===== config.mk =====
export PLATFORM = sky130hd
export DESIGN_NAME = codepoint_value_parser_core
export DESIGN_NICKNAME = d
export VERILOG_FILES = /design/src/rtl/cvp_pkg.sv /design/src/rtl/codepoint_value_parser_core.sv
export SDC_FILE = /design/constraint.sdc
export NUM_CORES = 1
export LEC_CHECK = 0
export BUFFER_PORTS_ARGS = -buffer_cell sky130_fd_sc_hd__buf_2
export CELL_PAD_IN_SITES_DETAIL_PLACEMENT = 1
export CELL_PAD_IN_SITES_GLOBAL_PLACEMENT = 2
export CORE_AREA = 2 2 126 128
export DETAILED_ROUTE_END_ITERATION = 12
export DIE_AREA = 0 0 128 130
export PLACE_DENSITY = 0.87
export SLEW_MARGIN = 10
export SYNTH_ARGS = -nofsm -noshare
export SYNTH_HDL_FRONTEND = slang
export SYNTH_SLANG_ARGS = --single-unit

===== constraint.sdc =====
create_clock -name clk -period 7 [get_ports clk]
set_input_delay 0.7 -clock clk [delete_from_list [all_inputs] [get_ports clk]]
set_output_delay 0.7 -clock clk [all_outputs]
set_load 0.05 [all_outputs]

===== src/rtl/cvp_pkg.sv =====
// Shared types and constants of the code point value parser.
`timescale 1ns / 1ps

package cvp_pkg;

	typedef enum logic [2:0] {
		PH_START   = 3'd0,
		PH_AMP     = 3'd1,
		PH_NUMSTRT = 3'd2,
		PH_DIGITS  = 3'd3,
		PH_SEMI    = 3'd4,
		PH_UTF     = 3'd5,
		PH_OK      = 3'd6,
		PH_ERR     = 3'd7
	} phase_t;

	localparam int CP_W = 21;

	localparam logic [CP_W-1:0] MAX_CP   = 21'h10FFFF;
	localparam logic [CP_W-1:0] MIN_2B   = 21'h000080;
	localparam logic [CP_W-1:0] MIN_3B   = 21'h000800;
	localparam logic [CP_W-1:0] MIN_4B   = 21'h010000;

	localparam logic [7:0] CH_NUL    = 8'h00;
	localparam logic [7:0] CH_AMP    = 8'h26;
	localparam logic [7:0] CH_HASH   = 8'h23;
	localparam logic [7:0] CH_SEMI   = 8'h3B;
	localparam logic [7:0] CH_X_LO   = 8'h78;
	localparam logic [7:0] CH_X_UP   = 8'h58;
	localparam logic [7:0] CH_0      = 8'h30;
	localparam logic [7:0] CH_9      = 8'h39;
	localparam logic [7:0] CH_A_LO   = 8'h61;
	localparam logic [7:0] CH_F_LO   = 8'h66;
	localparam logic [7:0] CH_A_UP   = 8'h41;
	localparam logic [7:0] CH_F_UP   = 8'h46;

	localparam logic [7:0] MASK_C0   = 8'hC0;
	localparam logic [7:0] MASK_E0   = 8'hE0;
	localparam logic [7:0] MASK_F0   = 8'hF0;
	localparam logic [7:0] MASK_F8   = 8'hF8;
	localparam logic [7:0] LEAD_2B   = 8'hC0;
	localparam logic [7:0] LEAD_3B   = 8'hE0;
	localparam logic [7:0] LEAD_4B   = 8'hF0;
	localparam logic [7:0] CONT_TAG  = 8'h80;

	// Result item: code point in the low bits, valid flag above it.
	typedef struct packed {
		logic [1:0]      pad;
		logic            valid_res;
		logic [CP_W-1:0] code_point;
	} result_t;

endpackage


===== src/rtl/codepoint_value_parser_core.sv =====
// Top level of the code point value parser: byte-serial decoder with a two-entry result buffer.
`timescale 1ns / 1ps

// The block takes one byte of an attribute value per clock cycle, with no gaps needed between
// bytes or between values. A zero byte ends the value and registers one result item into the
// result buffer: the code point decoded from a numeric character reference or from the first
// UTF-8 character, and a flag that is 1 on success. Other bytes produce no result. The parse
// state is updated in the cycle a byte is accepted, so the sustained rate is one byte per cycle
// while the output drains. A two-entry result buffer lets the input keep flowing while a result
// waits on the output; s_axis_tready drops only when both entries are full.
module codepoint_value_parser_core (
	input  logic        clk,
	input  logic        arst_n,
	input  logic        s_axis_tvalid,
	output logic        s_axis_tready,
	input  logic [7:0]  s_axis_tdata,   // [7:0] value_byte
	output logic        m_axis_tvalid,
	input  logic        m_axis_tready,
	output logic [23:0] m_axis_tdata    // [20:0] code_point, [21] valid_res, [23:22] zero
);

	cvp_pkg::phase_t phase_q, phase_d;
	logic [cvp_pkg::CP_W-1:0] acc_q, acc_d;
	logic too_big_q, too_big_d;
	logic hex_q, hex_d;
	logic saw_q, saw_d;
	logic [1:0] left_q, left_d;
	logic [1:0] len_q, len_d;

	logic in_acc, is_term;
	logic [7:0] b;
	logic is_dec, is_hex_lo, is_hex_up, is_digit;
	logic [3:0] dval;
	logic use_hex;
	logic [25:0] mul10, mul16, nxt;
	logic [1:0] left_dec;

	cvp_pkg::result_t res_new;
	cvp_pkg::result_t out_q, skid_q;
	logic out_valid_q, skid_valid_q;
	logic pop;

	assign b       = s_axis_tdata;
	assign in_acc  = s_axis_tvalid & s_axis_tready;
	assign is_term = (b == cvp_pkg::CH_NUL);
	assign pop     = m_axis_tvalid & m_axis_tready;

	assign s_axis_tready = ~skid_valid_q;
	assign m_axis_tvalid = out_valid_q;
	assign m_axis_tdata  = out_q;

	// In the first byte after "&#" the base is still decimal unless that byte is x or X.
	assign use_hex   = hex_q & (phase_q == cvp_pkg::PH_DIGITS);
	assign is_dec    = (b >= cvp_pkg::CH_0) && (b <= cvp_pkg::CH_9);
	assign is_hex_lo = use_hex && (b >= cvp_pkg::CH_A_LO) && (b <= cvp_pkg::CH_F_LO);
	assign is_hex_up = use_hex && (b >= cvp_pkg::CH_A_UP) && (b <= cvp_pkg::CH_F_UP);
	assign is_digit  = is_dec | is_hex_lo | is_hex_up;

	always_comb begin
		dval = b[3:0];
		if (is_hex_lo || is_hex_up) begin
			dval = b[3:0] + 4'd9;
		end
	end

	assign mul16 = {1'b0, acc_q, 4'b0000};
	assign mul10 = {2'b00, acc_q, 3'b000} + {4'b0000, acc_q, 1'b0};
	assign nxt   = (use_hex ? mul16 : mul10) + {22'd0, dval};

	assign left_dec = left_q - 2'd1;

	always_comb begin
		phase_d   = phase_q;
		acc_d     = acc_q;
		too_big_d = too_big_q;
		hex_d     = hex_q;
		saw_d     = saw_q;
		left_d    = left_q;
		len_d     = len_q;
		if (is_term) begin
			phase_d   = cvp_pkg::PH_START;
			acc_d     = '0;
			too_big_d = 1'b0;
			hex_d     = 1'b0;
			saw_d     = 1'b0;
			left_d    = 2'd0;
			len_d     = 2'd0;
		end else begin
			case (phase_q)
				cvp_pkg::PH_START: begin
					if (b == cvp_pkg::CH_AMP) begin
						acc_d   = {13'd0, cvp_pkg::CH_AMP};
						phase_d = cvp_pkg::PH_AMP;
					end else if (!b[7]) begin
						acc_d   = {13'd0, b};
						phase_d = cvp_pkg::PH_OK;
					end else if ((b & cvp_pkg::MASK_E0) == cvp_pkg::LEAD_2B) begin
						acc_d   = {16'd0, b[4:0]};
						len_d   = 2'd1;
						left_d  = 2'd1;
						phase_d = cvp_pkg::PH_UTF;
					end else if ((b & cvp_pkg::MASK_F0) == cvp_pkg::LEAD_3B) begin
						acc_d   = {17'd0, b[3:0]};
						len_d   = 2'd2;
						left_d  = 2'd2;
						phase_d = cvp_pkg::PH_UTF;
					end else if ((b & cvp_pkg::MASK_F8) == cvp_pkg::LEAD_4B) begin
						acc_d   = {18'd0, b[2:0]};
						len_d   = 2'd3;
						left_d  = 2'd3;
						phase_d = cvp_pkg::PH_UTF;
					end else begin
						phase_d = cvp_pkg::PH_ERR;
					end
				end
				cvp_pkg::PH_AMP: begin
					if (b == cvp_pkg::CH_HASH) begin
						acc_d   = '0;
						phase_d = cvp_pkg::PH_NUMSTRT;
					end else begin
						phase_d = cvp_pkg::PH_OK;
					end
				end
				cvp_pkg::PH_NUMSTRT, cvp_pkg::PH_DIGITS: begin
					phase_d = cvp_pkg::PH_DIGITS;
					if ((phase_q == cvp_pkg::PH_NUMSTRT) &&
					    ((b == cvp_pkg::CH_X_LO) || (b == cvp_pkg::CH_X_UP))) begin
						hex_d = 1'b1;
					end else if (is_digit) begin
						saw_d = 1'b1;
						if (!too_big_q) begin
							if (nxt > {5'd0, cvp_pkg::MAX_CP}) begin
								too_big_d = 1'b1;
							end else begin
								acc_d = nxt[cvp_pkg::CP_W-1:0];
							end
						end
					end else if ((b == cvp_pkg::CH_SEMI) && saw_q) begin
						phase_d = cvp_pkg::PH_SEMI;
					end else begin
						phase_d = cvp_pkg::PH_ERR;
					end
				end
				cvp_pkg::PH_SEMI: begin
					phase_d = cvp_pkg::PH_ERR;
				end
				cvp_pkg::PH_UTF: begin
					if ((b & cvp_pkg::MASK_C0) != cvp_pkg::CONT_TAG) begin
						phase_d = cvp_pkg::PH_ERR;
					end else begin
						acc_d  = {acc_q[cvp_pkg::CP_W-7:0], b[5:0]};
						left_d = left_dec;
						if (left_dec == 2'd0) begin
							phase_d = cvp_pkg::PH_OK;
							case (len_q)
								2'd1: begin
									if (acc_d < cvp_pkg::MIN_2B) begin
										phase_d = cvp_pkg::PH_ERR;
									end
								end
								2'd2: begin
									if (acc_d < cvp_pkg::MIN_3B) begin
										phase_d = cvp_pkg::PH_ERR;
									end
								end
								default: begin
									if ((acc_d < cvp_pkg::MIN_4B) || (acc_d > cvp_pkg::MAX_CP)) begin
										phase_d = cvp_pkg::PH_ERR;
									end
								end
							endcase
						end
					end
				end
				default: begin
				end
			endcase
		end
	end

	always_comb begin
		res_new = '0;
		case (phase_q)
			cvp_pkg::PH_AMP, cvp_pkg::PH_OK: res_new.valid_res = 1'b1;
			cvp_pkg::PH_DIGITS:              res_new.valid_res = saw_q & ~too_big_q;
			cvp_pkg::PH_SEMI:                res_new.valid_res = ~too_big_q;
			default:                         res_new.valid_res = 1'b0;
		endcase
		if (res_new.valid_res) begin
			res_new.code_point = acc_q;
		end
	end

	always_ff @(posedge clk or negedge arst_n) begin
		if (!arst_n) begin
			phase_q   <= cvp_pkg::PH_START;
			acc_q     <= '0;
			too_big_q <= 1'b0;
			hex_q     <= 1'b0;
			saw_q     <= 1'b0;
			left_q    <= 2'd0;
			len_q     <= 2'd0;
		end else if (in_acc) begin
			phase_q   <= phase_d;
			acc_q     <= acc_d;
			too_big_q <= too_big_d;
			hex_q     <= hex_d;
			saw_q     <= saw_d;
			left_q    <= left_d;
			len_q     <= len_d;
		end
	end

	always_ff @(posedge clk or negedge arst_n) begin
		if (!arst_n) begin
			out_valid_q  <= 1'b0;
			skid_valid_q <= 1'b0;
		end else if (pop) begin
			if (skid_valid_q) begin
				skid_valid_q <= 1'b0;
			end else begin
				out_valid_q <= in_acc & is_term;
			end
		end else if (in_acc && is_term) begin
			if (out_valid_q) begin
				skid_valid_q <= 1'b1;
			end else begin
				out_valid_q <= 1'b1;
			end
		end
	end

	always_ff @(posedge clk) begin
		if (pop) begin
			out_q <= skid_valid_q ? skid_q : res_new;
		end else if (in_acc && is_term) begin
			if (out_valid_q) begin
				skid_q <= res_new;
			end else begin
				out_q <= res_new;
			end
		end
	end

endmodule

# Word level (Yosys, flattened, before mapping)
# Index checks and enable logic that the tools add are counted.
[classes]
muxes = 67
n_reduce_logical = 37
magnitude_cmp = 11
n_eq_ne = 32
add_sub_neg = 4
n_bitwise = 10
[op_table]
columns = ["cell", "count"]
rows = [
  ["$mux W21", 13],
  ["$pmux W21 S4", 1],
  ["$mux W24", 3],
  ["$mux W2", 14],
  ["$add A25 B4 Y26", 1],
  ["$gt A26 B21 Y1 const B", 1],
  ["$add A24 B22 Y25", 1],
  ["$mux W25", 1],
  ["$eq A8 B6 Y1 const B", 3],
  ["$ne A3 B3 Y1 const B", 8],
  ["$mux W1", 22],
  ["$mux W22", 1],
  ["$gt A21 B21 Y1 const B", 1],
  ["$lt A21 B12 Y1 const B", 1],
  ["$lt A21 B17 Y1 const B", 1],
  ["$lt A21 B8 Y1 const B", 1],
  ["$mux W3", 7],
  ["$eq A8 B7 Y1 const B", 2],
  ["$ge A8 B7 Y1 const B", 2],
  ["$le A8 B7 Y1 const B", 2],
  ["$pmux W3 S5", 1],
  ["$reduce_bool A2 Y1", 7],
  ["$eq A3 B3 Y1 const B", 4],
  ["$reduce_and A3 Y1", 3],
  ["37 further kinds", 60],
]
[totals]
out_inout_bits = 26
reg_bits = 79
word_cells = 175
in_bits = 12

# Logic depth before layout (Yosys ltp)
# Gate-level depths: netlist of the first run.
[depth]
ltp_word = 14
ltp_mapped = 22
ltp_nobuf = 18

# Least setup slack after synthesis of the first run
# No wires, ideal clock.
[synth_path]
path_kind = "input to register"
start = "in s_axis_tdata[6]"
end = "reg acc_q[10] (netlist bit)"
t_arrival_ps = 4702
slack_ps = 2172
cell_stages = 18
setup_time_ps = 125
required_time_ps = 6875
path_buffers = 2
path_cell_list = "clkbuf_1 -> inv_1 -> nor2_1 -> o2111a_1 -> nand2_1 -> xnor2_1 -> fa_1 -> a21oi_1 -> nor2_4 -> o31ai_2 -> or4_4 -> nor4_4 -> nand4b_2 -> a2111o_1 -> a211o_1 -> o22ai_2 -> buf_6 -> mux2_4"
[synth_between]
elab_chain_cells = 12
elab_cells_between_ends = 47
classes_between = "add/sub (1); order compare (7); eq/ne (15); mux (11); bitwise (2); reduce/logical (11)"
[synth_rtl]
columns = ["element", "line_no", "source"]
rows = [
  ["start: declaration", "codepoint_value_parser_core.sv:16", "input logic [7:0] s_axis_tdata,"],
  ["parallel branches: the longest is 12 deep, another holds $add A25 B4 Y26", "--", ""],
  ["end signal: assignment", "codepoint_value_parser_core.sv:197", "acc_q <= '0;"],
  ["end signal: assignment", "codepoint_value_parser_core.sv:205", "acc_q <= acc_d;"],
  ["end: declaration", "codepoint_value_parser_core.sv:23", "logic [cvp_pkg::CP_W-1:0] acc_q, acc_d;"],
]
# Several ways; the timed one is not identified. The select of a mux whose other input is x is not followed.
# A chain may end at the register's enable or synchronous reset.

# Worst setup path in the final report of the first run
[layout_path]
start = "reg phase_q[0]"
end = "reg acc_q[3] (netlist bit)"
[layout_between]
elab_chain_cells = 13
elab_cells_between_ends = 34
classes_between = "add/sub (1); order compare (1); eq/ne (11); mux (8); bitwise (3); reduce/logical (10)"
[layout_rtl]
columns = ["element", "line_no", "source"]
rows = [
  ["start: declaration", "codepoint_value_parser_core.sv:22", "cvp_pkg::phase_t phase_q, phase_d;"],
  ["start signal: assignment", "codepoint_value_parser_core.sv:196", "phase_q <= cvp_pkg::PH_START;"],
  ["start signal: assignment", "codepoint_value_parser_core.sv:204", "phase_q <= phase_d;"],
  ["parallel branches: the longest is 13 deep, another holds $add A25 B4 Y26", "--", ""],
]
# Several ways; the timed one is not identified. The select of a mux whose other input is x is not followed.

==> results of run 1 <==
-- area by class of cell --
| cell class | instances | area, µm² | share of cell area, % |
|---|---|---|---|
| multi-input cells | 510 | 3520 | 54.1 |
| flip-flops and latches | 77 | 2150 | 33.0 |
| well taps | 192 | 240 | 3.69 |
| clock buffers | 9 | 225 | 3.46 |
| repair buffers | 41 | 220 | 3.38 |
| inverters | 21 | 78.8 | 1.21 |
| clock inverters | 7 | 76.3 | 1.17 |
-- layer usage --
metal  part of all wire [%]  up-vias  routed length (µm)
li1                       -     2412                   -
met5                      0        -                   0
met4                    1.8        0                 305
met3                    4.0       22                 660
met1                     47     2517                7790
met2                     48       85                7950
-- registers in the layout, indices dropped and copies added (netlist names) --
signal	count
acc_q	21
hex_q	1
left_q	2
len_q	2
m_axis_tdata	22
m_axis_tvalid	1
phase_q	3
saw_q	1
skid_q	22
skid_valid_q	1
too_big_q	1
-- cell families after synthesis --
logic type      synth area share [%]
other cells                   0.0636
flops                           36.4
compound gates                  19.8
buf+inv                         4.08
fa+ha+maj                       6.84
xor+xnor                        3.86
simple gates                    19.9
mux                             9.06
-- worst paths after layout --
| kind | start | end | slack (ps) | depth (start not counted) |
|---|---|---|---|---|
| max | phase_q[0] | acc_q[3] | 1180 | 17 |
| min | arst_n | skid_valid_q | 430 | 1 |
| max reg2reg | phase_q[0] | acc_q[3] | 1180 | 17 |
| min reg2reg | left_q[1] | left_q[1] | 480 | 2 |
| max in group asynchronous | arst_n | acc_q[0] | 6070 | 1 |
| min in group clk | left_q[1] | left_q[1] | 480 | 2 |
-- worst max-delay path, cell delays in order, from the launching register on --
cell	delay [ps]
dfrtp_1	660
nand4b_4	510
nor2_1	300
o2111a_1	290
nand2_1	90
xnor2_1	270
fa_1	280
a21oi_1	110
nor2_4	120
o31ai_2	130
or4_4	590
nor4_4	370
nand4b_2	190
a2111o_1	350
a211o_1	310
o22ai_2	360
buf_4	370
mux2_2	370
-- Yosys cell counts, types with 4 or more instances --
cell	number	area, µm²
o211ai_1	10	75.1
o22a_1	4	35.0
a21o_1	10	75.1
clkbuf_1	24	90.1
mux2_2	19	214
nand4_1	6	37.5
xnor2_1	16	140
mux2i_1	5	50.1
o21ai_0	52	260
or3_1	4	25.0
o31ai_1	8	60.1
edfxtp_1	44	1320
and3_1	5	31.3
a22oi_1	9	67.6
mux2_4	18	270
xor2_1	10	87.6
nor2_1	53	199
nor3b_1	4	30.0
o21a_1	8	60.1
and2_1	20	125
a211oi_1	4	30.0
ha_1	29	363
a21oi_1	39	195
inv_1	21	78.8
dfrtp_1	33	826
nor2b_1	7	43.8
nand2_1	62	233
nor3_1	15	75.1
nand2b_1	9	56.3
buf_6	5	56.3
nand3_1	17	85.1
a31oi_1	8	50.1
nor4_1	10	62.6
-- stage by stage --
stage	utilization [%]	instances	area (µm²)	power, mW
after floorplan	-	639	5900	1.38
after global placement	40.2	841	6210	1.59
after detailed placement	40.2	841	6210	1.62
after CTS	42.2	857	6510	2.11
after global routing	42.2	857	6510	2.27
final	42.2	857	6510	2.11
-- report_power, final --
group	switching, mW	internal [mW]	leakage, nW
registers	0.113	0.530	0.867
clock network	0.198	0.277	0.143
logic	0.594	0.397	1.69
total	0.905	1.20	2.70
-- cells in the final DEF (no fill, tap or decap), drive strengths merged, types with 7 or more instances in the layout --
master,instances
nor4,11
o31ai,9
nand2b,9
clkbuf,9
nand3,17
dfrtp,33
o21a,8
nand2,62
o211ai,10
ha,29
buf,41
inv,21
nor3,15
edfxtp,44
xnor2,16
nor2,54
a21o,10
a22oi,9
nor2b,7
a21oi,39
and2,20
mux2,37
xor2,10
o21ai,53
a31oi,8
==> impl_metrics.py, run 1 <==
metrics = {
    "run_status": {
        "status": "complete, no violations",
    },
    "clock_network": {
        "cts.repair.resized": 0,
        "cts_setup_buffers": 0,
        "cts_tree": "built",
        "clock-sinks": 77,
        "cts_hold_buf": 0,
        "insertion_delay_ps": 350,
        "cts_made_buffers": 9,
        "cts_buffer_depth": 2,
        "clkTransAtPathRegs_ps": 60,
        "cts-root-buf": "clkbuf_16",
        "cts-htree-levels": 3,
    },
    "setup_path": {
        "arrival_ps": 6050,
        "crit_fanout": 31,
        "startpoint_type": "flop",
        "end_kind": "flop",
        "worstSetupPathType": "flop to flop",
        "cp.required_ps": 7230,
    },
    "yosys": {
        "yosys_register_bits": 77,
        "ys_seq_area_share_pct": 36.4,
        "yosysWarnings": 0,
        "netlist_area_mm2": 0.00589,
        "syn_inst": 638,
        "synth-edff-count": 44,
        "synthArstFlopShare_pct": 42.9,
        "synth.avg_cell_area_um2": 9.24,
        "ys.flop_type": "edfxtp_1",
        "yosys.cell_types.count": 65,
    },
    "drt": {
        "routed-via-count": 5036,
        "drt_pass1_iterations": 4,
        "drtIter0Drc": 264,
        "wl_per_cell_um": 19.5,
        "avgViaCountPerCell": 5.88,
        "wl_um": 16700,
        "route.antenna.remaining_nets": 0,
        "route.detailed.drc": 0,
    },
    "sta": {
        "finalMaxSlewViolations": 0,
        "relSlewSlack_pct": 33.0,
        "finalSetupViolations": 0,
        "fin_ws_ps": 1180,
        "rsz0062_at_grt": "false",
        "worst_pin_slew_ps": 1000,
        "fin_skew_ps": 9.31,
        "layout_min_cycle_time_ps": 5820,
        "final-hold-violation-count": 0,
        "fmax_mhz": 172,
        "period_share_pct": 83.1,
        "timing.hold.ws_ps": 432,
        "tns_ps": 0,
    },
    "cells_and_area": {
        "n_antenna_cell": 0,
        "drive_gt1_share_pct": 16.2,
        "final_nets": 703,
        "n_fill_cell": 1791,
        "syn2layout_area_growth_pct": 10.4,
    },
    "floorplan": {
        "die_w_um": 128,
        "ios": 38,
        "coreArea_mm2": 0.0154,
        "fp.dieH_um": 130,
        "fp-row-count": 46,
        "die_area_mm2": 0.0166,
        "initial_utilization_pct": 38.2,
    },
    "placed_design": {
        "dp_slack_ps": 1240,
        "dp_hpwl_um": 12600,
        "gp_congestion": 0.869,
        "io_buffers": 35,
    },
    "global_routing": {
        "gr-usage-met1_pct": 28.0,
        "top_usage_layer": "met2",
        "use_met3_pct": 3.53,
        "track_usage_pct": 21.0,
        "grt_start_max_net_pins": 34,
        "grt_pass1_wl_um": 27400,
        "grt_use_met2_pct": 35.1,
        "grt-ovfl-total": 0,
        "antenna_found_initial": 0,
        "grt_pass1_vias": 5153,
    },
    "hold_path": {
        "min_path_type": "primary input to asynchronous set/reset pin",
    },
    "power_and_ir_drop": {
        "leakagePower_nw": 2.70,
        "peakVddDrop_v": 0.000142,
        "powerDensity_mw_per_mm2": 324,
    },
    "flow_run": {
        "drv_cap": 0,
    },
}
No activity file was read; power rests on OpenSTA's default activity.
==> run 2: changes to the inputs <==
==> constraint.sdc (replaced) <==
create_clock -name clk -period 5.7 [get_ports clk]
set_input_delay 0.57 -clock clk [delete_from_list [all_inputs] [get_ports clk]]
set_output_delay 0.57 -clock clk [all_outputs]
set_load 0.05 [all_outputs]
==> impl_metrics.py, run 2 (synthesis gave the netlist of run 1 again) <==
metrics = {
    "run_status": {
        "status": "complete, no violations",
    },
    "clock_network": {
        "cts_tree": "built",
        "cts.repair.resized": 0,
        "cts-root-buf": "clkbuf_16",
        "cts_hold_buf": 0,
        "cts_setup_buffers": 0,
        "cts-htree-levels": 3,
        "cts_buffer_depth": 2,
        "clkTransAtPathRegs_ps": 70,
        "insertion_delay_ps": 340,
        "clock-sinks": 77,
        "cts_made_buffers": 9,
    },
    "sta": {
        "tns_ps": 0,
        "finalSetupViolations": 0,
        "final-hold-violation-count": 0,
        "finalMaxSlewViolations": 0,
        "fin_ws_ps": 606,
        "rsz0062_at_grt": "false",
        "period_share_pct": 89.4,
        "layout_min_cycle_time_ps": 5090,
        "worst_pin_slew_ps": 793,
        "relSlewSlack_pct": 47.1,
        "fin_skew_ps": 11.5,
        "fmax_mhz": 196,
        "timing.hold.ws_ps": 312,
    },
    "cells_and_area": {
        "final_nets": 707,
        "mostFrequentLayoutCells": "nand2_1 (62), nor2_1 (52), o21ai_0 (51)",
        "syn2layout_area_growth_pct": 11.2,
        "drive_gt1_share_pct": 16.7,
        "final_common_cell": "nand2_1",
        "n_antenna_cell": 0,
    },
    "global_routing": {
        "grt_pass1_vias": 5129,
        "grt_pass1_wl_um": 27600,
        "grt_start_max_net_pins": 34,
        "use_met3_pct": 2.62,
        "track_usage_pct": 21.2,
        "gr-usage-met1_pct": 28.5,
        "grt_use_met2_pct": 35.6,
        "antenna_found_initial": 0,
        "top_usage_layer": "met2",
        "grt-ovfl-total": 0,
    },
    "drt": {
        "avgViaCountPerCell": 5.86,
        "drt_pass1_iterations": 4,
        "route.antenna.remaining_nets": 0,
        "route.detailed.drc": 0,
        "wl_um": 17000,
        "routed-via-count": 5048,
        "wl_per_cell_um": 19.7,
        "drtIter0Drc": 338,
    },
    "flow_run": {
        "drv_cap": 0,
    },
    "placed_design": {
        "dp_hpwl_um": 12800,
        "io_buffers": 35,
        "dp_slack_ps": 490,
        "gp_congestion": 0.893,
    },
    "floorplan": {
        "coreArea_mm2": 0.0154,
        "initial_utilization_pct": 38.2,
        "die_w_um": 128,
        "die_area_mm2": 0.0166,
        "ios": 38,
        "fp.dieH_um": 130,
        "fp-row-count": 46,
    },
    "power_and_ir_drop": {
        "leakagePower_nw": 2.73,
        "powerDensity_mw_per_mm2": 406,
        "share_seq_of_total_power_pct": 29.2,
        "internal_power_mw": 1.52,
        "switching_share_pct": 42.7,
        "comb_power_share_pct": 47.6,
        "p_switching_mw": 1.13,
        "p_clk_share_pct": 23.2,
        "peakVddDrop_v": 0.000186,
    },
    "setup_path": {
        "crit_path_cell_trace": "ha_1 -> inv_1 -> fa_1 -> nand2b_1 -> a211oi_1 -> o2111ai_1 -> o21a_1 -> or4_4 -> nor4_4 -> nand4b_2 -> a2111o_1 -> a211o_1 -> o22ai_2 -> buf_4 -> mux2_2",
        "slowest_delay_ps": 530,
        "arrival_ps": 5320,
        "worstSetupPathType": "flop to flop",
        "cp.required_ps": 5920,
        "startpoint_type": "flop",
        "cp_slowest_cell": "or4_4",
        "end_kind": "flop",
        "crit_fanout": 21,
    },
    "hold_path": {
        "min_path_type": "primary input to asynchronous set/reset pin",
    },
}
==> run 2: changes by cell type in the layout (fill, tap and decap cells not counted), sizes merged <==
| cell | before | now |
|---|---|---|
| clkinv | 5 | 4 |
| bufinv | 1 | 2 |
| buf | 41 | 45 |
==> run 2: routing by layer <==
metal | up-vias | routed length [µm]
li1 | 2420 | -
met1 | 2511 | 8230
met2 | 96 | 8000
met3 | 21 | 445
met4 | 0 | 324
met5 | - | 0
==> run 2: path summary, 6_finish.rpt <==
kind                                     from            to  slack (ps)  cells after the start
worst min register to register      left_q[1]     left_q[1]         490                      2
worst max-delay path                 acc_q[2]      acc_q[3]         610                     15
worst max register to register       acc_q[2]      acc_q[3]         610                     15
max in group asynchronous              arst_n      acc_q[8]        4880                      1
worst min-delay path                   arst_n     acc_q[20]         310                      1
min in group clk                m_axis_tready  skid_valid_q         460                      2
==> run 2: critical path: cells and delay by family (launching register included) <==
kind            cells  cell delay, ps
mux                 1             380
fa+ha+maj           2             640
flops               1             440
simple gates        4            1270
compound gates      6            1790
buf+inv             2             450
==> run 2: area by class of cell <==
type	count	area, µm²
Tap cell	192	240
Fill cell	1801	8870
Timing Repair Buffer	45	250
Multi-Input combinational cell	510	3520
Sequential cell	77	2150
Clock buffer	9	225
Inverter	21	78.8
Clock inverter	7	90.1
==> run 2: metrics by stage <==
stage          power (mW)  instance area, µm²  std cells  utilization, %
2_1_floorplan        1.69                5900        639               -
3_3_place_gp         1.98                6240        845            40.4
3_5_place_dp         2.02                6240        845            40.4
4_1_cts              2.66                6550        861            42.5
5_1_grt              2.83                6550        861            42.5
6_report             2.66                6550        861            42.5
==> run 2: power by group through the flow <==
| stage | registers [mW] | logic [mW] | clock network, mW |
|---|---|---|---|
| 2_1_floorplan | 0.730 | 0.964 | 0 |
| 3_3_place_gp | 0.781 | 1.20 | 0 |
| 3_5_place_dp | 0.784 | 1.24 | 0 |
| 4_1_cts | 0.774 | 1.26 | 0.625 |
| 5_1_grt | 0.788 | 1.40 | 0.644 |
| 6_report | 0.777 | 1.27 | 0.616 |
==> run 3: changes to the inputs <==
--- a/config.mk
+++ b/config.mk
@@ -8,10 +8,10 @@
 export BUFFER_PORTS_ARGS = -buffer_cell sky130_fd_sc_hd__buf_2
 export CELL_PAD_IN_SITES_DETAIL_PLACEMENT = 1
 export CELL_PAD_IN_SITES_GLOBAL_PLACEMENT = 2
-export CORE_AREA = 2 2 126 128
+export CORE_AREA = 2 2 133 135
 export DETAILED_ROUTE_END_ITERATION = 12
-export DIE_AREA = 0 0 128 130
-export PLACE_DENSITY = 0.87
+export DIE_AREA = 0 0 135 137
+export PLACE_DENSITY = 0.83
 export SLEW_MARGIN = 10
 export SYNTH_ARGS = -nofsm -noshare
 export SYNTH_HDL_FRONTEND = slang
==> constraint.sdc (replaced) <==
create_clock -name clk -period 4.1 [get_ports clk]
set_input_delay 0.41 -clock clk [delete_from_list [all_inputs] [get_ports clk]]
set_output_delay 0.41 -clock clk [all_outputs]
set_load 0.05 [all_outputs]
==> impl_metrics.py, run 3 (synthesis gave the netlist of run 1 again) <==
metrics = {
    "sta": {
        "final-hold-violation-count": 0,
        "worst_pin_slew_ps": 1140,
        "period_share_pct": 105,
        "finalSetupViolations": 21,
        "relSlewSlack_pct": 24.0,
        "finalMaxSlewViolations": 0,
        "fmax_mhz": 232,
        "rsz0062_at_grt": "true",
        "layout_min_cycle_time_ps": 4300,
        "fin_skew_ps": 8.22,
        "fin_ws_ps": -202,
    },
    "cells_and_area": {
        "postLayoutCoreUtil_pct": 43.6,
        "final_nets": 802,
        "final_cells": 989,
        "n_fill_cell": 1997,
        "mostFrequentLayoutCells": "buf_4 (100), nand2_1 (61), nor2_1 (51)",
        "n_antenna_cell": 0,
        "syn2layout_area_growth_pct": 26.3,
        "final_common_cell": "buf_4",
        "drive_gt1_share_pct": 28.9,
    },
    "run_status": {
        "violations": "setup timing",
        "status": "finished with violations",
    },
    "clock_network": {
        "cts-root-buf": "clkbuf_16",
        "insertion_delay_ps": 350,
        "cts_tree": "built",
        "cts_buffer_depth": 2,
        "cts-htree-levels": 3,
        "clock-sinks": 77,
        "clkTransAtPathRegs_ps": 60,
        "cts_made_buffers": 9,
    },
    "floorplan": {
        "die_w_um": 135,
        "initial_utilization_pct": 34.6,
        "fp-row-count": 48,
        "ios": 38,
        "die_area_mm2": 0.0185,
        "fp.dieH_um": 137,
        "coreArea_mm2": 0.0171,
    },
    "drt": {
        "route.detailed.drc": 0,
        "drtIter0Drc": 309,
        "avgViaCountPerCell": 5.54,
        "drt_pass1_iterations": 4,
        "routed-via-count": 5480,
        "wl_um": 19400,
        "wl_per_cell_um": 19.6,
        "route.antenna.remaining_nets": 0,
    },
    "setup_path": {
        "startpoint_type": "flop",
        "end_kind": "flop",
        "worstSetupPathType": "flop to flop",
        "crit_fanout": 5,
        "arrival_ps": 4530,
        "cp.required_ps": 4320,
    },
    "power_and_ir_drop": {
        "peakVddDrop_v": 0.000260,
        "powerDensity_mw_per_mm2": 568,
        "leakagePower_nw": 3.22,
    },
    "global_routing": {
        "grt_start_max_net_pins": 34,
        "grt_pass1_vias": 5936,
        "grt-ovfl-total": 0,
        "grt_pass1_wl_um": 31200,
        "track_usage_pct": 21.7,
        "antenna_found_initial": 0,
    },
    "flow_run": {
        "drv_cap": 0,
    },
    "placed_design": {
        "dp_cells": 956,
        "dp_hpwl_um": 14400,
        "gp_congestion": 0.883,
        "io_buffers": 35,
    },
    "hold_path": {
        "min_path_type": "primary input to asynchronous set/reset pin",
    },
}
[run 3: area by class of cell]
class	count	area, µm²	share of cell area, %
timing repair buffer	140	1010	13.5
multi-input combinational	510	3610	48.5
clock inverter	6	87.6	1.18
clock buffer	10	229	3.08
tap	225	282	3.78
sequential	77	2150	28.8
inverter	21	78.8	1.06
[run 3: what timing repair did]
action,4_1_cts,5_1_grt
hold buffers,0,0
setup endpoints to repair,21,21
setup buffers,12,4
cloned,2,0
gates resized for setup,13,5
pin swaps,8,5
[run 3: critical path: stages, from the launching register on]
cell	delay [ps]
dfrtp_1	370
ha_2	190
inv_1	50
fa_2	350
nand2b_4	160
a211oi_2	170
buf_4	150
buf_4	110
o22ai_1	160
o211ai_1	220
a31oi_1	210
nor4b_1	400
a311oi_2	110
a2111o_1	440
a211o_1	310
o22ai_4	200
buf_6	140
buf_12	120
mux2_4	310
[run 3: worst paths after layout]
kind	start	end	slack, ps	depth (start not counted)
setup reg to reg	acc_q[2]	acc_q[12]	-200	18
hold / removal	arst_n	skid_valid_q	150	1
hold reg to reg	left_q[0]	left_q[0]	500	1
min in group clk	m_axis_tready	skid_valid_q	290	2
setup / recovery	acc_q[2]	acc_q[12]	-200	18
max in group asynchronous	arst_n	acc_q[3]	3440	1
[run 3: layer usage]
metal  up-vias  part of all wire (%)  wire length (µm)  track usage, %
li1       2602                     -                 -               -
met1      2737                    45              8740            27.2
met2       110                    50              9620            38.0
met3        31                   3.1               600            3.33
met5         -                     0                 0               0
met4         0                   2.2               422            7.58
[run 3: where the power goes]
group / internal, mW / switching, mW
registers: 0.907 / 0.0972
logic: 1.06 / 1.31
clock network: 0.532 / 0.322
total: 2.50 / 1.73
[run 3: metrics by stage]
stage	instance area [µm²]	hold slack, ps	TNS, ps	power [mW]	setup slack [ps]
global route	7440	204	-6500	4.49	-325
floorplan	5940	114	-9760	2.38	-497
detailed placement	6910	492	-7970	3.21	-425
finish	7440	146	-3520	4.23	-202
CTS	7410	165	-4330	4.18	-219
global placement	6910	462	-4570	3.15	-264
